--- src/hdl/hkdf_pkg.sv ---
// ----------------------------------------------------------------------------
// HKDF-SHA256 package
// Shared constants, round tables, command struct and SHA-256 helper functions.
// ----------------------------------------------------------------------------
package hkdf_pkg;

  localparam int unsigned MaxIdBytesDef   = 16;
  localparam int unsigned ExpandBlocksDef = 3;
  localparam int unsigned KeyWords        = 12;
  localparam int unsigned ExpIdxW         = 3;

  localparam logic [31:0] RoundK [64] = '{
    32'h428a2f98, 32'h71374491, 32'hb5c0fbcf, 32'he9b5dba5,
    32'h3956c25b, 32'h59f111f1, 32'h923f82a4, 32'hab1c5ed5,
    32'hd807aa98, 32'h12835b01, 32'h243185be, 32'h550c7dc3,
    32'h72be5d74, 32'h80deb1fe, 32'h9bdc06a7, 32'hc19bf174,
    32'he49b69c1, 32'hefbe4786, 32'h0fc19dc6, 32'h240ca1cc,
    32'h2de92c6f, 32'h4a7484aa, 32'h5cb0a9dc, 32'h76f988da,
    32'h983e5152, 32'ha831c66d, 32'hb00327c8, 32'hbf597fc7,
    32'hc6e00bf3, 32'hd5a79147, 32'h06ca6351, 32'h14292967,
    32'h27b70a85, 32'h2e1b2138, 32'h4d2c6dfc, 32'h53380d13,
    32'h650a7354, 32'h766a0abb, 32'h81c2c92e, 32'h92722c85,
    32'ha2bfe8a1, 32'ha81a664b, 32'hc24b8b70, 32'hc76c51a3,
    32'hd192e819, 32'hd6990624, 32'hf40e3585, 32'h106aa070,
    32'h19a4c116, 32'h1e376c08, 32'h2748774c, 32'h34b0bcb5,
    32'h391c0cb3, 32'h4ed8aa4a, 32'h5b9cca4f, 32'h682e6ff3,
    32'h748f82ee, 32'h78a5636f, 32'h84c87814, 32'h8cc70208,
    32'h90befffa, 32'ha4506ceb, 32'hbef9a3f7, 32'hc67178f2
  };

  localparam logic [31:0] HashInit [8] = '{
    32'h6a09e667, 32'hbb67ae85, 32'h3c6ef372, 32'ha54ff53a,
    32'h510e527f, 32'h9b05688c, 32'h1f83d9ab, 32'h5be0cd19
  };

  localparam logic [31:0] MasterKey [4] = '{
    32'h9a759cf2, 32'hc4f7caff, 32'h222cb976, 32'h9b41bc96
  };

  localparam logic [31:0] IpadWord = 32'h36363636;
  localparam logic [31:0] OpadWord = 32'h5c5c5c5c;
  localparam logic [7:0]  PadByte  = 8'h80;
  localparam logic [6:0]  InfoLen  = 7'd7;
  localparam logic [6:0]  HashLen  = 7'd32;

  typedef struct packed {
    logic               take_byte;
    logic               clr_id;
    logic               h_init;
    logic               v_load;
    logic               rnd_en;
    logic [5:0]         rnd;
    logic               h_add;
    logic               outer;
    logic               expand;
    logic               blk;
    logic [ExpIdxW-1:0] exp_idx;
    logic               save_inner;
    logic               save_prk;
    logic               save_prev;
    logic               out_load;
    logic [1:0]         out_sel;
    logic [3:0]         out_idx;
    logic               out_last;
  } hkdf_cmd_t;

  function automatic logic [7:0] info_byte(input logic [2:0] idx);
    logic [7:0] b;
    case (idx)
      3'd0:    b = 8'h52;
      3'd1:    b = 8'h46;
      3'd2:    b = 8'h49;
      3'd3:    b = 8'h44;
      3'd4:    b = 8'h2d;
      3'd5:    b = 8'h41;
      default: b = 8'h00;
    endcase
    return b;
  endfunction

  function automatic logic [31:0] rotr(input logic [31:0] x, input int unsigned n);
    return (x >> n) | (x << (32 - n));
  endfunction

  function automatic logic [31:0] bsig0(input logic [31:0] x);
    return rotr(x, 2) ^ rotr(x, 13) ^ rotr(x, 22);
  endfunction

  function automatic logic [31:0] bsig1(input logic [31:0] x);
    return rotr(x, 6) ^ rotr(x, 11) ^ rotr(x, 25);
  endfunction

  function automatic logic [31:0] ssig0(input logic [31:0] x);
    return rotr(x, 7) ^ rotr(x, 18) ^ (x >> 3);
  endfunction

  function automatic logic [31:0] ssig1(input logic [31:0] x);
    return rotr(x, 17) ^ rotr(x, 19) ^ (x >> 10);
  endfunction

endpackage

--- src/hdl/hkdf_in_if.sv ---
// ----------------------------------------------------------------------------
// Identifier byte channel
// Valid/ready channel carrying one identifier byte and its last flag.
// ----------------------------------------------------------------------------
interface hkdf_in_if;
  logic       valid;
  logic       ready;
  logic [7:0] uid_byte;
  logic       uid_last;

  modport source (output valid, output uid_byte, output uid_last, input ready);
  modport sink (input valid, input uid_byte, input uid_last, output ready);
endinterface

--- src/hdl/hkdf_out_if.sv ---
// ----------------------------------------------------------------------------
// Derived key channel
// Valid/ready channel carrying one 64-bit key word and its tags.
// ----------------------------------------------------------------------------
interface hkdf_out_if;
  logic        valid;
  logic        ready;
  logic [63:0] key_word;
  logic [3:0]  word_index;
  logic        last_word;
  logic        uid_overflow;

  modport source (output valid, output key_word, output word_index, output last_word,
                  output uid_overflow, input ready);
  modport sink (input valid, input key_word, input word_index, input last_word,
                input uid_overflow, output ready);
endinterface

--- src/hdl/hkdf_dp.sv ---
// ----------------------------------------------------------------------------
// HKDF datapath
// Identifier buffer, HMAC block builder, SHA-256 round engine and key output.
// ----------------------------------------------------------------------------
module hkdf_dp #(
  parameter int unsigned MAX_ID_BYTES = 16
) (
  input  logic              clk_i,
  input  logic              rst_ni,
  input  hkdf_pkg::hkdf_cmd_t cmd_i,
  input  logic [7:0]        uid_byte_i,
  output logic [63:0]       key_word_o,
  output logic [3:0]        word_index_o,
  output logic              last_word_o,
  output logic              uid_overflow_o
);
  import hkdf_pkg::*;

  localparam int unsigned IdWords = (MAX_ID_BYTES + 3) / 4;
  localparam int unsigned IdwW    = (IdWords > 1) ? $clog2(IdWords) : 1;
  localparam int unsigned CntW    = $clog2(MAX_ID_BYTES + 1);

  logic [31:0]     id_q [IdWords];
  logic [CntW-1:0] cnt_q;
  logic            ovf_q;
  logic [31:0]     h_q [8];
  logic [31:0]     v_q [8];
  logic [31:0]     win_q [16];
  logic [31:0]     prk_q [8];
  logic [31:0]     prev_q [8];
  logic [31:0]     inner_q [8];
  logic [63:0]     key_word_q;
  logic [3:0]      word_index_q;
  logic            last_word_q;
  logic            uid_overflow_q;

  logic [3:0]  t;
  logic [31:0] id_word, prev_word, inner_word, key_w, msg_w, gen_w, sched_w, w_t;
  logic [31:0] t1, t2;
  logic [6:0]  cntx, info_s, q, r, len_b;
  logic [7:0]  mb;
  logic [IdwW-1:0] wr_idx;
  logic [1:0]  wr_ln;

  assign t      = cmd_i.rnd[3:0];
  assign cntx   = 7'(cnt_q);
  assign wr_idx = cnt_q[IdwW+1:2];
  assign wr_ln  = cnt_q[1:0];

  always_comb begin
    id_word    = (32'(t) < IdWords) ? id_q[t[IdwW-1:0]] : '0;
    prev_word  = prev_q[t[2:0]];
    inner_word = inner_q[t[2:0]];
    if (cmd_i.expand) begin
      key_w = t[3] ? '0 : prk_q[t[2:0]];
    end else begin
      key_w = (t[3:2] == 2'd0) ? MasterKey[t[1:0]] : '0;
    end
    info_s = (cmd_i.exp_idx != '0) ? HashLen : 7'd0;
    if (cmd_i.outer) begin
      len_b = 7'd96;
    end else if (cmd_i.expand) begin
      len_b = 7'd64 + info_s + InfoLen + 7'd1;
    end else begin
      len_b = 7'd64 + cntx;
    end
    msg_w = '0;
    for (int k = 0; k < 4; k++) begin
      q  = {1'b0, t, 2'(k)};
      r  = q - info_s;
      mb = 8'h00;
      if (cmd_i.outer) begin
        if (q < HashLen) begin
          mb = inner_word[8*(3-k) +: 8];
        end else if (q == HashLen) begin
          mb = PadByte;
        end
      end else if (cmd_i.expand) begin
        if (q < info_s) begin
          mb = prev_word[8*(3-k) +: 8];
        end else if (r < InfoLen) begin
          mb = info_byte(r[2:0]);
        end else if (r == InfoLen) begin
          mb = 8'({1'b0, cmd_i.exp_idx} + 4'd1);
        end else if (r == InfoLen + 7'd1) begin
          mb = PadByte;
        end
      end else begin
        if (q < cntx) begin
          mb = id_word[8*(3-k) +: 8];
        end else if (q == cntx) begin
          mb = PadByte;
        end
      end
      msg_w[8*(3-k) +: 8] = mb;
    end
    if (t == 4'd15) begin
      msg_w = {22'd0, len_b, 3'd0};
    end
    gen_w   = cmd_i.blk ? msg_w : (key_w ^ (cmd_i.outer ? OpadWord : IpadWord));
    sched_w = ssig1(win_q[14]) + win_q[9] + ssig0(win_q[1]) + win_q[0];
    w_t     = (cmd_i.rnd < 6'd16) ? gen_w : sched_w;
    t1 = v_q[7] + bsig1(v_q[4]) + ((v_q[4] & v_q[5]) ^ (~v_q[4] & v_q[6]))
       + RoundK[cmd_i.rnd] + w_t;
    t2 = bsig0(v_q[0]) + ((v_q[0] & v_q[1]) ^ (v_q[0] & v_q[2]) ^ (v_q[1] & v_q[2]));
  end

  always_ff @(posedge clk_i or negedge rst_ni) begin
    if (!rst_ni) begin
      cnt_q <= '0;
      ovf_q <= 1'b0;
    end else if (cmd_i.clr_id) begin
      cnt_q <= '0;
      ovf_q <= 1'b0;
    end else if (cmd_i.take_byte) begin
      if (32'(cnt_q) < MAX_ID_BYTES) begin
        cnt_q <= cnt_q + 1'b1;
      end else begin
        ovf_q <= 1'b1;
      end
    end
  end

  always_ff @(posedge clk_i) begin
    if (cmd_i.take_byte && (32'(cnt_q) < MAX_ID_BYTES)) begin
      id_q[wr_idx][{~wr_ln, 3'b000} +: 8] <= uid_byte_i;
    end
    for (int i = 0; i < 8; i++) begin
      if (cmd_i.h_init) begin
        h_q[i] <= HashInit[i];
      end else if (cmd_i.h_add) begin
        h_q[i] <= h_q[i] + v_q[i];
      end
      if (cmd_i.save_inner) inner_q[i] <= h_q[i];
      if (cmd_i.save_prk)   prk_q[i]   <= h_q[i];
      if (cmd_i.save_prev)  prev_q[i]  <= h_q[i];
    end
    if (cmd_i.v_load) begin
      for (int i = 0; i < 8; i++) v_q[i] <= h_q[i];
    end else if (cmd_i.rnd_en) begin
      v_q[7] <= v_q[6];
      v_q[6] <= v_q[5];
      v_q[5] <= v_q[4];
      v_q[4] <= v_q[3] + t1;
      v_q[3] <= v_q[2];
      v_q[2] <= v_q[1];
      v_q[1] <= v_q[0];
      v_q[0] <= t1 + t2;
    end
    if (cmd_i.rnd_en) begin
      for (int i = 0; i < 15; i++) win_q[i] <= win_q[i+1];
      win_q[15] <= w_t;
    end
    if (cmd_i.out_load) begin
      key_word_q     <= {prev_q[{cmd_i.out_sel, 1'b0}], prev_q[{cmd_i.out_sel, 1'b1}]};
      word_index_q   <= cmd_i.out_idx;
      last_word_q    <= cmd_i.out_last;
      uid_overflow_q <= ovf_q;
    end
  end

  assign key_word_o     = key_word_q;
  assign word_index_o   = word_index_q;
  assign last_word_o    = last_word_q;
  assign uid_overflow_o = uid_overflow_q;

endmodule

--- src/hdl/hkdf_ctrl.sv ---
// ----------------------------------------------------------------------------
// HKDF controller
// Sequences byte intake, the HMAC extract and expand hashes, and key word output.
// ----------------------------------------------------------------------------
module hkdf_ctrl #(
  parameter int unsigned EXPAND_BLOCKS = 3
) (
  input  logic              clk_i,
  input  logic              rst_ni,
  input  logic              in_valid_i,
  input  logic              in_last_i,
  output logic              in_ready_o,
  input  logic              out_ready_i,
  output logic              out_valid_o,
  output hkdf_pkg::hkdf_cmd_t cmd_o
);
  import hkdf_pkg::*;

  localparam int unsigned NWords = (4 * EXPAND_BLOCKS > KeyWords) ? KeyWords
                                                                  : 4 * EXPAND_BLOCKS;

  typedef enum logic [2:0] {
    ST_IDLE, ST_HINIT, ST_BSTART, ST_ROUND, ST_HADD, ST_SAVE, ST_EMIT
  } state_e;

  typedef enum logic [1:0] {
    PH_EXT_IN, PH_EXT_OUT, PH_EXP_IN, PH_EXP_OUT
  } phase_e;

  state_e             state_q;
  phase_e             phase_q;
  logic               blk_q;
  logic [5:0]         rnd_q;
  logic [ExpIdxW-1:0] b_q;
  logic [1:0]         i_q;
  logic [3:0]         gi_q;
  logic               out_valid_q;

  logic take, slot_free, ld, blk_done;

  assign in_ready_o  = (state_q == ST_IDLE);
  assign take        = in_valid_i && in_ready_o;
  assign slot_free   = !out_valid_q || out_ready_i;
  assign ld          = (state_q == ST_EMIT) && (gi_q < 4'(NWords)) && slot_free;
  assign blk_done    = (gi_q >= 4'(NWords)) || (slot_free && (i_q == 2'd3));
  assign out_valid_o = out_valid_q;

  always_comb begin
    cmd_o            = '0;
    cmd_o.take_byte  = take;
    cmd_o.h_init     = (state_q == ST_HINIT);
    cmd_o.v_load     = (state_q == ST_BSTART);
    cmd_o.rnd_en     = (state_q == ST_ROUND);
    cmd_o.rnd        = rnd_q;
    cmd_o.h_add      = (state_q == ST_HADD);
    cmd_o.outer      = (phase_q == PH_EXT_OUT) || (phase_q == PH_EXP_OUT);
    cmd_o.expand     = (phase_q == PH_EXP_IN) || (phase_q == PH_EXP_OUT);
    cmd_o.blk        = blk_q;
    cmd_o.exp_idx    = b_q;
    cmd_o.save_inner = (state_q == ST_SAVE) &&
                       ((phase_q == PH_EXT_IN) || (phase_q == PH_EXP_IN));
    cmd_o.save_prk   = (state_q == ST_SAVE) && (phase_q == PH_EXT_OUT);
    cmd_o.save_prev  = (state_q == ST_SAVE) && (phase_q == PH_EXP_OUT);
    cmd_o.out_load   = ld;
    cmd_o.out_sel    = i_q;
    cmd_o.out_idx    = gi_q;
    cmd_o.out_last   = (gi_q == 4'(NWords - 1));
    cmd_o.clr_id     = (state_q == ST_EMIT) && blk_done &&
                       (b_q == ExpIdxW'(EXPAND_BLOCKS - 1));
  end

  always_ff @(posedge clk_i or negedge rst_ni) begin
    if (!rst_ni) begin
      state_q     <= ST_IDLE;
      phase_q     <= PH_EXT_IN;
      blk_q       <= 1'b0;
      rnd_q       <= '0;
      b_q         <= '0;
      i_q         <= '0;
      gi_q        <= '0;
      out_valid_q <= 1'b0;
    end else begin
      if (ld) begin
        out_valid_q <= 1'b1;
      end else if (out_ready_i) begin
        out_valid_q <= 1'b0;
      end
      unique case (state_q)
        ST_IDLE: begin
          if (take && in_last_i) begin
            phase_q <= PH_EXT_IN;
            b_q     <= '0;
            gi_q    <= '0;
            state_q <= ST_HINIT;
          end
        end
        ST_HINIT: begin
          blk_q   <= 1'b0;
          state_q <= ST_BSTART;
        end
        ST_BSTART: begin
          rnd_q   <= '0;
          state_q <= ST_ROUND;
        end
        ST_ROUND: begin
          rnd_q <= rnd_q + 1'b1;
          if (rnd_q == 6'd63) begin
            state_q <= ST_HADD;
          end
        end
        ST_HADD: begin
          if (!blk_q) begin
            blk_q   <= 1'b1;
            state_q <= ST_BSTART;
          end else begin
            state_q <= ST_SAVE;
          end
        end
        ST_SAVE: begin
          unique case (phase_q)
            PH_EXT_IN: begin
              phase_q <= PH_EXT_OUT;
              state_q <= ST_HINIT;
            end
            PH_EXT_OUT: begin
              phase_q <= PH_EXP_IN;
              state_q <= ST_HINIT;
            end
            PH_EXP_IN: begin
              phase_q <= PH_EXP_OUT;
              state_q <= ST_HINIT;
            end
            default: begin
              i_q     <= '0;
              state_q <= ST_EMIT;
            end
          endcase
        end
        ST_EMIT: begin
          if (ld) begin
            i_q  <= i_q + 1'b1;
            gi_q <= gi_q + 1'b1;
          end
          if (blk_done) begin
            if (b_q == ExpIdxW'(EXPAND_BLOCKS - 1)) begin
              state_q <= ST_IDLE;
            end else begin
              b_q     <= b_q + 1'b1;
              phase_q <= PH_EXP_IN;
              state_q <= ST_HINIT;
            end
          end
        end
        default: state_q <= ST_IDLE;
      endcase
    end
  end

endmodule

--- src/hdl/hkdf_sha256_key_derivation.sv ---
// ----------------------------------------------------------------------------
// HKDF-SHA256 key derivation
// Collects identifier bytes, derives a 96-byte key by HMAC-SHA256 extract and
// expand, and emits it as twelve 64-bit words.
// ----------------------------------------------------------------------------
//  channel  dir  payload                                          transfer when
//  id_i     in   uid_byte, uid_last                               valid && ready
//  key_o    out  key_word, word_index, last_word, uid_overflow    valid && ready
//
//  A byte without the last flag starts no hashing. The last byte starts eight
//  SHA-256 hashes of two blocks each on one shared round engine; each hash runs
//  init, then load, 64 rounds and add for each block, then save. The output
//  register holds a word until it is taken; a stall there holds the sequencer.
//  New bytes are taken only between derivations. No clearing pass after reset.
// ----------------------------------------------------------------------------
module hkdf_sha256_key_derivation #(
  parameter int unsigned MAX_ID_BYTES  = hkdf_pkg::MaxIdBytesDef,
  parameter int unsigned EXPAND_BLOCKS = hkdf_pkg::ExpandBlocksDef
) (
  input  logic      clk_i,
  input  logic      rst_ni,
  hkdf_in_if.sink   id_i,
  hkdf_out_if.source key_o
);
  import hkdf_pkg::*;

  hkdf_cmd_t cmd;

  hkdf_ctrl #(
    .EXPAND_BLOCKS(EXPAND_BLOCKS)
  ) u_ctrl (
    .clk_i      (clk_i),
    .rst_ni     (rst_ni),
    .in_valid_i (id_i.valid),
    .in_last_i  (id_i.uid_last),
    .in_ready_o (id_i.ready),
    .out_ready_i(key_o.ready),
    .out_valid_o(key_o.valid),
    .cmd_o      (cmd)
  );

  hkdf_dp #(
    .MAX_ID_BYTES(MAX_ID_BYTES)
  ) u_dp (
    .clk_i         (clk_i),
    .rst_ni        (rst_ni),
    .cmd_i         (cmd),
    .uid_byte_i    (id_i.uid_byte),
    .key_word_o    (key_o.key_word),
    .word_index_o  (key_o.word_index),
    .last_word_o   (key_o.last_word),
    .uid_overflow_o(key_o.uid_overflow)
  );

endmodule
--- src/flat_wrapper.sv ---
// flat-port wrapper written by rule: the top's interface ports become plain ports
module hkdf_sha256_key_derivation_flat import hkdf_pkg::*;
#(
  parameter int unsigned MAX_ID_BYTES  = hkdf_pkg::MaxIdBytesDef,
  parameter int unsigned EXPAND_BLOCKS = hkdf_pkg::ExpandBlocksDef
)
  (clk_i, rst_ni, id_i_valid, id_i_uid_byte, id_i_uid_last, id_i_ready, key_o_valid, key_o_key_word, key_o_word_index, key_o_last_word, key_o_uid_overflow, key_o_ready);
  hkdf_in_if id_i_i ();
  hkdf_out_if key_o_i ();
  input  logic clk_i;
  input  logic rst_ni;
  input wire logic [$bits(id_i_i.valid)-1:0] id_i_valid;
  input wire logic [$bits(id_i_i.uid_byte)-1:0] id_i_uid_byte;
  input wire logic [$bits(id_i_i.uid_last)-1:0] id_i_uid_last;
  output wire logic [$bits(id_i_i.ready)-1:0] id_i_ready;
  output wire logic [$bits(key_o_i.valid)-1:0] key_o_valid;
  output wire logic [$bits(key_o_i.key_word)-1:0] key_o_key_word;
  output wire logic [$bits(key_o_i.word_index)-1:0] key_o_word_index;
  output wire logic [$bits(key_o_i.last_word)-1:0] key_o_last_word;
  output wire logic [$bits(key_o_i.uid_overflow)-1:0] key_o_uid_overflow;
  input wire logic [$bits(key_o_i.ready)-1:0] key_o_ready;
  assign id_i_i.valid = id_i_valid;
  assign id_i_i.uid_byte = id_i_uid_byte;
  assign id_i_i.uid_last = id_i_uid_last;
  assign id_i_ready = id_i_i.ready;
  assign key_o_valid = key_o_i.valid;
  assign key_o_key_word = key_o_i.key_word;
  assign key_o_word_index = key_o_i.word_index;
  assign key_o_last_word = key_o_i.last_word;
  assign key_o_uid_overflow = key_o_i.uid_overflow;
  assign key_o_i.ready = key_o_ready;
  hkdf_sha256_key_derivation #(.MAX_ID_BYTES(MAX_ID_BYTES), .EXPAND_BLOCKS(EXPAND_BLOCKS)) u_core (.clk_i(clk_i), .rst_ni(rst_ni), .id_i(id_i_i), .key_o(key_o_i));
endmodule
--- config.mk ---
export PLATFORM = sky130hd
export DESIGN_NAME = hkdf_sha256_key_derivation_flat
export DESIGN_NICKNAME = d
export VERILOG_FILES = /design/src/hdl/hkdf_pkg.sv /design/src/hdl/hkdf_in_if.sv /design/src/hdl/hkdf_out_if.sv /design/src/hdl/hkdf_dp.sv /design/src/hdl/hkdf_ctrl.sv /design/src/hdl/hkdf_sha256_key_derivation.sv /design/src/flat_wrapper.sv
export SDC_FILE = /design/constraint.sdc
export NUM_CORES = 2
export LEC_CHECK = 0
export BUFFER_PORTS_ARGS = -buffer_cell sky130_fd_sc_hd__clkbuf_2
export CAP_MARGIN = 40
export CORE_ASPECT_RATIO = 0.9
export CORE_MARGIN = 5
export CORE_UTILIZATION = 45
export DETAILED_ROUTE_END_ITERATION = 10
export PLACE_DENSITY = 0.69
export SYNTH_ARGS = -nofsm -noshare
export SYNTH_HDL_FRONTEND = slang
export SYNTH_SLANG_ARGS = --single-unit
--- constraint.sdc ---
create_clock -name clk_i -period 23.1 [get_ports clk_i]
set_input_delay 2.31 -clock clk_i [delete_from_list [all_inputs] [get_ports clk_i]]
set_output_delay 2.31 -clock clk_i [all_outputs]
set_load 0.1 [all_outputs]
; ---- Word level (Yosys, flattened, before mapping)
; Memories as Yosys holds them, arrays and structs flattened. A register that Yosys moved wholly into a read port is not among the register bits.
; Cells that the tools add are included.
; W data, S select, Z words.
[classes]
eq_ne = 55
addsub = 33
shifts = 2
bitwise = 47
order_cmp = 23
n_reduce_logical = 41
n_mux = 124
[ops]
columns = op, count
row1 = $mux W32, 28
row2 = $add A32 B32 Y32, 18
row3 = $mux W8, 37
row4 = $xor A32 B32 Y32, 9
row5 = $pmux W7 S6, 4
row6 = $and A32 B32 Y32, 5
row7 = $bmux W32 S2, 1
row8 = $eq A3 B2 Y1 const B, 11
row9 = $eq A3 B3 Y1 const B, 11
row10 = $not A32 Y32, 1
row11 = $or A10 B32 Y32, 1
row12 = $or A13 B32 Y32, 1
row13 = $or A14 B32 Y32, 1
row14 = $or A15 B32 Y32, 1
row15 = $or A19 B32 Y32, 1
row16 = $or A21 B32 Y32, 1
row17 = $or A25 B32 Y32, 1
row18 = $or A26 B32 Y32, 1
row19 = $or A30 B32 Y32, 1
row20 = $or A7 B32 Y32, 1
row21 = $shift A8 B7 Y32 const A, 1
row22 = $shiftx A8 B7 Y32, 1
row23 = $xor A32 B22 Y32, 1
row24 = $xor A32 B29 Y32, 1
row25 = other kinds (66), 186
[totals]
romBits = 2048
in_bits = 13
ramBits = 1920
out_inout_bits = 72
elab_cells = 346
reg_bits = 34
n_memories = 8
[mem_list]
columns = memory, depth, width, read_ports, rd_ports_with_merged_regs, write_ports, line
row1 = (name not given), 64, 32, 1, 0, 0, hkdf_dp.sv:104  ; + RoundK[cmd_i.rnd] + w_t;
row2 = u_core.u_dp.win_q, 16, 32, 16, 0, 16, hkdf_dp.sv:28  ; logic [31:0] win_q [16];
row3 = u_core.u_dp.h_q, 8, 32, 8, 0, 8, hkdf_dp.sv:26  ; logic [31:0] h_q [8];
row4 = u_core.u_dp.inner_q, 8, 32, 1, 0, 8, hkdf_dp.sv:31  ; logic [31:0] inner_q [8];
row5 = u_core.u_dp.prev_q, 8, 32, 3, 2, 8, hkdf_dp.sv:30  ; logic [31:0] prev_q [8];
row6 = u_core.u_dp.prk_q, 8, 32, 1, 0, 8, hkdf_dp.sv:29  ; logic [31:0] prk_q [8];
row7 = 2 more memories, -, -, -, -, -, -

; ---- Longest topological paths before layout
[depth]
ltp_word = 16
ltp_mapped = 51

; ---- Modules after synthesis
; Synthesis repeated with hierarchy kept, for this count alone.
[unflattened]
cells_unflattened = 7865
hier_area_um2 = 103329.1
[modules_own_cells]
columns = module, seq_area_each_um2, n_inst, cells_each, area_per_inst_um2
row1 = hkdf_dp, 59907.5, 1, 7690, 101892.7
row2 = hkdf_ctrl, 550.5, 1, 175, 1436.4

; ---- Worst setup path before layout
; No wires, ideal clock.
[synth_path]
kind = flip-flop to flip-flop
start = register u_core.u_ctrl.state_q[2]
end = memory u_core.u_dp.win_q[0][0] (enable)
stages_incl_launch_ff = 8
required_time_ps = 22024
arrival_time_ps = 21018
path_slack_ps = 1006
synth_period_minus_slack_ps = 22094
path_cell_list = dfrtp_1 -> nand2b_1 -> inv_1 -> nand2_1 -> clkbuf_1 -> inv_1 -> clkbuf_1 -> clkbuf_1
[synth_rtl]
columns = element, line
row1 = start: declaration, hkdf_ctrl.sv:30  ; state_e state_q;
row2 = start signal: assignment, hkdf_ctrl.sv:74  ; state_q <= ST_IDLE;
row3 = start signal: assignment, hkdf_ctrl.sv:94  ; state_q <= ST_HINIT;
row4 = start signal: assignment, hkdf_ctrl.sv:99  ; state_q <= ST_BSTART;
row5 = end: declaration, hkdf_dp.sv:28

==> metrics.txt <==
status completed; post_cts resized 0; CTS sink count between 2k and 2.5k; grt total ovfl 0; Worst path slowest cell ha_1; Post-CTS Hold Buffers 0; mapped cell area 0.104 mm2; Tmin final 13.23 ns; main flop type after synthesis edfxtp_1; Die ar. 0.240 mm2; first-pass GRT wire length 476 mm; fillers 19.6k; unrepaired setup endpoints after global routing no; syn avg cell area 13.2 um2; Register Area slightly above 0.06 mm2; Final Setup Violations 0; Critical Path Sink Type flop; initial antenna violation count 22; CTS root buf clkbuf_16; DRC errors left 0; critical path arrival between 10 and 15 ns; gr usage total 27.5%; Skew-Pair Late Insertion Delay 0.89 ns; mux cell area share after synthesis 7.15%; crit path max fanout 40; Slew Limit Fails 0; largest family of logic cells by synthesized area compound AO/OA/AOI/OAI gates; Max VDD drop 0.0812 mV; Worst Tran Pin Value 1.28 ns; Area contributors post-synth edfxtp_1 58%, mux4_2 6.3%, ha_1 5.1%, nand2_1 4.0%, fa_1 3.8%; CTS tree built; Initial Utilization 45.1%; vias per std cell 6.18; Longest Clk Path Bufs 3; most used cell along the critical path fa_1; WP data required 23.69 ns; pin count of the biggest net entering global routing around 160; EDFF count, synth 1990; Simple-Gate Fraction of Synth Area 8.63%; post-route clock skew ~0.09 ns; final cell count without fillers between 10k and 15k; Yosys top cell area share 57.6%; pre-CTS setup slack between 9 and 10 ns; Syn Inst Count a little under 8k; 1st-iter DRT viols 9915; Layout area overhead 11.4%; GPL Wtd Cong 0.977; HPWL Detailed 245 mm; IO Port Bufs 84; Num CTS Buffers slightly above 200; DR pass1 iterations 6; most common cell in the synthesized netlist edfxtp_1; Netlist cell types 106; register area share after synthesis 58.3%; area of the multi-input gates 0.0406 mm2; yosys warns 0; Die Wd 516 um; total negative setup slack 0 ns; fraction of layout cells with a size suffix above 1 between 10% and 20%; # IOs 85; kind of critical path flop to flop; Placed Cells between 10k and 15k; Core Region 0.230 mm2; Post-CTS Setup Repair Bufs 0; class of the worst hold path flop to flop; top cells by count, synth 1990 x edfxtp_1, 1110 x nand2_1, 428 x a21oi_1, 423 x ha_1, 382 x o21ai_0; vias 69.3k; Final WS setup 9.87 ns; Power Density 65.1 mW/mm2; drt total wl 337 mm; Synth Net Count approximately 8.5k; chip height 466 um; MaxCap Viol Count 0; Cell Rows 167; # nets final 8622; WL per Instance 30.0 um; Lkg Pwr approximately 0.042 uW; XOR/XNOR share of the synthesized area under 10%; Compound-Gate Fraction of Synth Area a little under a tenth; number of synthesized register bits 2018; fin crit share roughly 57%; Max-slew headroom between 10% and 20%; number of global-route vias before repair roughly 65k; CP startpoint kind flop; CP peak stage delay 0.81 ns; area leader, netlist edfxtp_1; final hold vios 0; antenna viol nets, final 0; Clock transition at path regs 0.07 ns; area share of fa/ha/maj cells after synthesis between 8 and 9%; H-tree depth 4; fmax 75.6 MHz; asr flop ratio synth 1.39%
==> per-layer routing <==
metal / GRT usage, % / wire length, um
met5: 0 / 38
met4: 10.6 / 15300
met3: 7.24 / 38700
met2: 40.1 / 145000
met1: 39.4 / 138000
==> sequential cells by signal, summed over array words and instances (netlist names), 3 cells and up <==
name	cells
u_core.u_dp.win_q	512
u_core.u_dp.h_q	256
u_core.u_dp.inner_q	256
u_core.u_dp.prev_q	256
u_core.u_dp.prk_q	256
u_core.u_dp.v_q	256
u_core.u_dp.id_q	128
key_o_key_word	64
u_core.u_ctrl.rnd_q	6
u_core.u_dp.cnt_q	5
u_core.u_ctrl.gi_q	4
u_core.u_dp.word_index_o	4
u_core.u_ctrl.b_q	3
u_core.u_ctrl.state_q	3
==> power breakdown <==
group	switching (uW)	total (uW)	internal [uW]
combinational	3.61	4.77	1.13
clock	1520	3560	2040
sequential	0.00000000000000509	3960	3960
total	1530	7530	6000
==> critical path: cells and delay by family, from the launching register on <==
| family | cells | cell delay, ns |
|---|---|---|
| compound gates | 21 | 5.44 |
| xor+xnor | 3 | 0.94 |
| fa+ha+maj | 7 | 3.48 |
| buf+inv | 2 | 0.66 |
| flops | 1 | 0.71 |
| simple gates | 7 | 1.70 |
==> layout by cell type (no fill, tap or decap), drive strengths merged, types with 38 or more instances in the layout <==
cell type,Yosys,final
a211oi,56,56
a21o,194,194
a21oi,432,432
a31oi,68,68
and2,64,64
and3,44,44
buf,97,159
clkbuf,253,307
clkinv,1,93
edfxtp,1990,1990
fa,197,197
ha,423,423
inv,362,369
mux2i,42,42
mux4,292,292
nand2,1110,1110
nand2b,74,74
nand3,99,99
nor2,349,349
nor2b,48,48
nor3,102,102
o211ai,38,38
o21a,46,46
o21ai,403,403
o21bai,46,46
xnor2,373,373
xor2,198,198
==> area by class of cell <==
| cell class | instances | area share [%] |
|---|---|---|
| Multi-Input combinational cell | 5155 | 35.1 |
| Clock buffer | 221 | 4.50 |
| Antenna cell | 8 | 0.0173 |
| Tap cell | 3042 | 3.29 |
| Clock inverter | 162 | 1.76 |
| Sequential cell | 2018 | 52.3 |
| Timing Repair Buffer | 246 | 1.79 |
| Inverter | 363 | 1.19 |
==> kinds of logic after synthesis <==
| kind of cell | after synthesis |
|---|---|
| AND/OR/NAND/NOR | 2037 |
| flip-flops | 2018 |
| AO/OA/AOI/OAI | 1551 |
| buffers and inverters | 713 |
| adder cells (fa/ha/maj) | 625 |
| XOR/XNOR | 571 |
| multiplexers | 371 |
==> final timing paths <==
check | slack (ns) | cells past startpoint | from | endpoint
max | 9.87 | 40 | u_core.u_ctrl.rnd_q[2]$_DFFE_PN0P_ | u_core.u_dp.v_q[0][31]$_DFFE_PP_
min | 0.40 | 0 | u_core.u_dp.win_q[1][68]$_DFFE_PP_ | u_core.u_dp.win_q[1][36]$_DFFE_PP_
max reg2reg | 9.87 | 40 | u_core.u_ctrl.rnd_q[2]$_DFFE_PN0P_ | u_core.u_dp.v_q[0][31]$_DFFE_PP_
min reg2reg | 0.40 | 0 | u_core.u_dp.win_q[1][68]$_DFFE_PP_ | u_core.u_dp.win_q[1][36]$_DFFE_PP_
max in group asynchronous | 20.90 | 1 | rst_ni | u_core.u_ctrl.rnd_q[3]$_DFFE_PN0P_
min in group asynchronous | 1.50 | 1 | rst_ni | u_core.u_dp.cnt_q[3]$_DFFE_PN0P_
==> through the flow <==
stage | hold WS [ns] | utilization [%] | power [uW] | cell area, um2
global placement | 0.400 | 46.8 | 4040 | 108000
floorplan | 0.400 | - | 4040 | 104000
global route | 0.403 | 50.3 | 7730 | 116000
finish | 0.395 | 50.3 | 7530 | 116000
detailed placement | 0.405 | 47.1 | 4040 | 108000
CTS | 0.395 | 50.2 | 7580 | 115000
Power figures use the tool's default switching activity.
